==> config.mk <==
export PLATFORM = sky130hd
export DESIGN_NAME = trrd_ctrl
export DESIGN_NICKNAME = d
export VERILOG_FILES = /design/src/hw/rtl/trrd_pkg.sv /design/src/hw/rtl/trrd_ctrl.sv
export SDC_FILE = /design/constraint.sdc
export NUM_CORES = 1
export LEC_CHECK = 0
export ABC_AREA = 1
export BUFFER_PORTS_ARGS = -buffer_cell sky130_fd_sc_hd__buf_2
export CORE_AREA = 8 8 45 47
export DETAILED_ROUTE_END_ITERATION = 10
export DIE_AREA = 0 0 53 55
export SYNTH_ARGS = -nofsm -noshare
export SYNTH_HDL_FRONTEND = slang
export SYNTH_SLANG_ARGS = --single-unit
==> constraint.sdc <==
create_clock -name clk -period 3.1 [get_ports clk]
set_input_delay 0.155 -clock clk [delete_from_list [all_inputs] [get_ports clk]]
set_output_delay 0.155 -clock clk [all_outputs]
set_load 0.1 [all_outputs]
==> src/hw/rtl/trrd_pkg.sv <==
// Package for the text region run detector: sizes, item types, command and
// status structs between controller and datapath, and byte class functions.
// Depends on nothing; every other file imports it.
`default_nettype none

package trrd_pkg;

	localparam int BLOCK_BYTES  = 4096;
	localparam int SAMPLE_BYTES = 512;
	localparam int OFFSET_BITS  = 32;

	localparam int SAMPLE_TAKE = (SAMPLE_BYTES < BLOCK_BYTES) ? SAMPLE_BYTES : BLOCK_BYTES;
	localparam int BLK_W       = $clog2(BLOCK_BYTES);
	localparam int SMP_W       = $clog2(SAMPLE_TAKE);
	localparam int CNT_W       = SMP_W + 1;
	localparam int MAX_RESULTS = 64;
	localparam int RES_W       = $clog2(MAX_RESULTS) + 1;

	localparam int CFG_IDX_W  = 3;
	localparam int CFG_DATA_W = 13;
	localparam int PCT_W      = 7;
	localparam int MINB_W     = 13;
	localparam int MINW_W     = 12;

	localparam logic [CFG_IDX_W-1:0] REG_PRINT_MAIN = 3'd0;
	localparam logic [CFG_IDX_W-1:0] REG_PRINT_ALT  = 3'd1;
	localparam logic [CFG_IDX_W-1:0] REG_ZERO_ALT   = 3'd2;
	localparam logic [CFG_IDX_W-1:0] REG_MIN_B64    = 3'd3;
	localparam logic [CFG_IDX_W-1:0] REG_MIN_WIDE   = 3'd4;

	localparam logic [1:0] KIND_REGION = 2'd0;
	localparam logic [1:0] KIND_B64    = 2'd1;
	localparam logic [1:0] KIND_WIDE   = 2'd2;

	localparam logic [3:0] OP_NONE         = 4'd0;
	localparam logic [3:0] OP_ACCEPT       = 4'd1;
	localparam logic [3:0] OP_JUDGE        = 4'd2;
	localparam logic [3:0] OP_READ         = 4'd3;
	localparam logic [3:0] OP_FEED_B64     = 4'd4;
	localparam logic [3:0] OP_FEED_WIDE    = 4'd5;
	localparam logic [3:0] OP_CLOSE_B64    = 4'd6;
	localparam logic [3:0] OP_CLOSE_WIDE   = 4'd7;
	localparam logic [3:0] OP_CLOSE_REGION = 4'd8;
	localparam logic [3:0] OP_FINISH       = 4'd9;

	typedef struct packed {
		logic [7:0] data_byte;
		logic       end_of_file;
	} in_item_t;

	typedef struct packed {
		logic [1:0]  kind;
		logic [31:0] start_offset;
		logic [31:0] length_bytes;
		logic        last_of_batch;
	} out_item_t;

	typedef struct packed {
		logic [3:0] op;
		logic       replay;
	} cmd_t;

	typedef struct packed {
		logic sample_done;
		logic direct_feed;
		logic text;
		logic region_open;
		logic eof;
		logic more;
	} stat_t;

	function automatic logic is_b64(input logic [7:0] b);
		return (b inside {[8'h41:8'h5A], [8'h61:8'h7A], [8'h30:8'h39], 8'h2B, 8'h2F, 8'h3D});
	endfunction

	function automatic logic is_print(input logic [7:0] b);
		return (b inside {[8'h20:8'h7E]});
	endfunction

	function automatic logic is_texty(input logic [7:0] b);
		return (b inside {8'h09, 8'h0A, 8'h0D, [8'h20:8'h7E]});
	endfunction

endpackage

`default_nettype wire

==> src/hw/rtl/trrd_ctrl.sv <==
// Controller of the text region run detector: sequences accept, verdict,
// replay, run closing and item finish. Imports trrd_pkg.
`default_nettype none

module trrd_ctrl import trrd_pkg::*; (
	input  wire logic  clk,
	input  wire logic  arst_n,
	input  wire logic  in_valid,
	output logic       in_ready,
	input  wire logic  adv,
	input  wire stat_t stat,
	output cmd_t       cmd
);

	localparam logic [3:0] S_IDLE  = 4'd0;
	localparam logic [3:0] S_JUDGE = 4'd1;
	localparam logic [3:0] S_READ  = 4'd2;
	localparam logic [3:0] S_FB    = 4'd3;
	localparam logic [3:0] S_FW    = 4'd4;
	localparam logic [3:0] S_CB    = 4'd5;
	localparam logic [3:0] S_CW    = 4'd6;
	localparam logic [3:0] S_CR    = 4'd7;
	localparam logic [3:0] S_FIN   = 4'd8;

	logic [3:0] state_q, state_d;
	logic       replay_q, replay_d;
	logic [3:0] op;

	assign in_ready = (state_q == S_IDLE) && adv;

	always_comb begin
		op       = OP_NONE;
		state_d  = state_q;
		replay_d = replay_q;
		if (adv) begin
			case (state_q)
				S_IDLE: begin
					if (in_valid) begin
						op = OP_ACCEPT;
						replay_d = 1'b0;
						if (stat.sample_done) state_d = S_JUDGE;
						else if (stat.direct_feed) state_d = S_FB;
						else state_d = S_FIN;
					end
				end
				S_JUDGE: begin
					op = OP_JUDGE;
					if (stat.text) begin
						replay_d = 1'b1;
						state_d  = S_READ;
					end else if (stat.region_open) state_d = S_CB;
					else state_d = S_FIN;
				end
				S_READ: begin
					op = OP_READ;
					state_d = S_FB;
				end
				S_FB: begin
					op = OP_FEED_B64;
					state_d = S_FW;
				end
				S_FW: begin
					op = OP_FEED_WIDE;
					if (replay_q && stat.more) state_d = S_READ;
					else state_d = S_FIN;
				end
				S_CB: begin
					op = OP_CLOSE_B64;
					state_d = S_CW;
				end
				S_CW: begin
					op = OP_CLOSE_WIDE;
					state_d = S_CR;
				end
				S_CR: begin
					op = OP_CLOSE_REGION;
					state_d = S_FIN;
				end
				S_FIN: begin
					op = OP_FINISH;
					// A file that ends inside a region closes it before finishing.
					if (stat.eof && stat.region_open) state_d = S_CB;
					else state_d = S_IDLE;
				end
				default: state_d = S_IDLE;
			endcase
		end
	end

	assign cmd.op     = op;
	assign cmd.replay = replay_q;

	always_ff @(posedge clk or negedge arst_n) begin
		if (!arst_n) begin
			state_q  <= S_IDLE;
			replay_q <= 1'b0;
		end else begin
			state_q  <= state_d;
			replay_q <= replay_d;
		end
	end

endmodule

`default_nettype wire

==> results.yml <==
route:
  routedWlPerCell_um: 11.1
  drc: 0
  first_pass_iters: 4
  routed_wl_um: 1380
  drt_iter0_markers: 15
  vias: 605
  viasPerCell: 4.88
  drtAntennaViolNets: 0
power_and_ir_drop:
  power_leakage_uw: 0.000399
  ir_worst_vdd_v: 0.000545
  power-per-cell-area_mw_per_mm2: 1140
sta:
  slew_violations: 0
  rsz0062_at_grt: "false"
  fmax_mhz: 529
  setup_slack_ps: 1210
  finalSetupViolCount: 0
  final-hold-violation-count: 0
  final.setup.tns_ps: 0
  clock_skew_ps: 3.11
  worst_pin_slew_ps: 489
  final.min_clock_period_ps: 1890
  final.period_utilization: 0.610
  max_slew_margin: 0.676
die:
  die_h_um: 55
  row_count: 14
  start_util: 0.380
  fp.dieW_um: 53
  coreArea_mm2: 0.00138
  fp.dieArea_mm2: 0.00292
  ios: 16
worst_setup_path:
  cp-start-kind: "flop"
  worstPathArrival_ps: 1740
  setup.worst_path.class: "reg2out"
  critical-path-slowest-cell: "dfrtp_1"
  cp_cell_sequence: "inv_1 -> nand2_1 -> nor2_1 -> inv_1 -> a31oi_1 -> buf_2"
  critPathRequiredTime_ps: 2940
  cp_common_cell: "inv_1"
  path_buf_inv: 3
  cp_top_family: "buffers and inverters"
  path_max_fanout: 8
  max_stage_delay_ps: 490
  worst_setup_path_end_kind: "output port"
flow_run:
  timing.max_cap.violations: 0
layout:
  diodes: 0
  drive_above_1_share: 0.278
  layout_commonest_cell: "nand2_1"
  fin_nets: 119
  layout_common_cells: "37 x nand2_1, 15 x buf_2, 9 x inv_1, 9 x nor2_1, 9 x nand3_1"
  num-fill-cells: 156
  area_growth_pct: 21.7
  stdcell_count: 124
global_route:
  track_usage: 0.105
  grt_max_degree: 9
  grt_pass1_vias: 557
  overflow: 0
  antenna_found_initial: 0
  grt_pass1_wl_um: 2350
cts:
  insertion_delay_ps: 240
  clk_pin_slew_ps: 50
  h-tree-depth: 1
  clock_path_buffers: 2
  cts_buffers: 3
  cts.repair.resized: 0
  clock_sinks: 5
  cts_tree: "done"
  ctsRootBufferMaster: "clkbuf_4"
logic_synthesis:
  ys_seq_area_frac: 0.238
  syn_inst: 90
  syn_area_per_cell_um2: 5.84
  yosysUniqueCellTypes: 19
  synthFlopType: "dfrtp_1"
  postSynth.asyncResetShare: 1.00
  ys_warn_count: 0
  synth_edf_count: 0
  ys_seq_elements: 5
  synthesis.area_um2: 526
  syn_nets: 100
place:
  portBuffers: 15
  dp.cells: 119
  place.gp.congestion: 0.910
  dp_slack_ps: 1460
  hpwlAfterDp_um: 1150
status:
  outcome: "finished, final reports clean"
hold_path:
  min_path_type: "in2async"
[power by group]
group	switching [uW]	internal [uW]
sequential	53.9	90.7
clock	27.4	46.7
combinational	392	120
[cell families after synthesis]
| group | share of synthesized area |
|---|---|
| compound gates | 0.0667 |
| simple gates | 0.567 |
| flops | 0.238 |
| buf+inv | 0.129 |
[stage by stage]
step / total power (uW) / instance area (um2) / hold slack (ps) / utilization
floorplan: 581 / 526 / -141 / -
global placement: 662 / 602 / -27.7 / 0.435
detailed placement: 657 / 602 / -26.7 / 0.435
CTS: 736 / 639 / 251 / 0.462
global route: 790 / 639 / 265 / 0.462
finish: 731 / 639 / 256 / 0.462
[final cells by class]
class	instances	area (um2)	area share
Clock buffer	3	22.5	0.0352
Inverter	13	48.8	0.0763
Sequential cell	5	125	0.196
Clock inverter	1	5.00	0.00783
Multi-Input combinational cell	70	333	0.521
Tap cell	16	20.0	0.0313
Timing Repair Buffer	16	85.1	0.133
[worst reg2reg max path, cell delays in order (launching register included)]
cell and delay, ps:
dfrtp_1 490, nor2_4 250, nand3b_2 100, nand2_2 110, inv_2 80, o21ai_1 110, nand2_1 70
[state kept, by name (all words and copies together) (netlist names)]
| name | flops |
|---|---|
| state_q | 4 |
| replay_q | 1 |
[per-layer routing]
layer / global-route usage / routed length, um / vias up
li1: - / - / 319
met5: 0 / 0 / -
met4: 0.0129 / 0 / 0
met1: 0.123 / 611 / 269
met2: 0.191 / 677 / 17
met3: 0.0294 / 86 / 0
[cell usage after synthesis (2+ instances only)]
cell type | number | area share
o21ai_1 | 2 | 0.019
inv_2 | 4 | 0.029
nand3_1 | 9 | 0.086
a31oi_1 | 2 | 0.024
inv_1 | 9 | 0.064
dfrtp_1 | 5 | 0.24
nand2_1 | 37 | 0.26
nor2_1 | 9 | 0.064
nor2_4 | 3 | 0.064
[worst paths after layout]
kind                                         from  slack [ps]                endpoint  cells after the start
min reg2reg                  replay_q$_DFFE_PN0P_         500    replay_q$_DFFE_PN0P_                      2
max reg2reg                state_q[1]$_DFFE_PN0P_        1770  state_q[2]$_DFFE_PN0P_                      6
max                        state_q[1]$_DFFE_PN0P_        1210                  cmd[3]                      6
min                                        arst_n         260  state_q[0]$_DFFE_PN0P_                      2
min in group clk                              adv         260  state_q[1]$_DFFE_PN0P_                      4
max in group asynchronous                  arst_n        2710  state_q[2]$_DFFE_PN0P_                      2
[repair_timing]
item / in CTS / in global routing
hold buffers: 1 / 0
setup buffers: 0 / 0
hold endpoints to repair: 5 / 0
(Power assumes the default switching activity.)
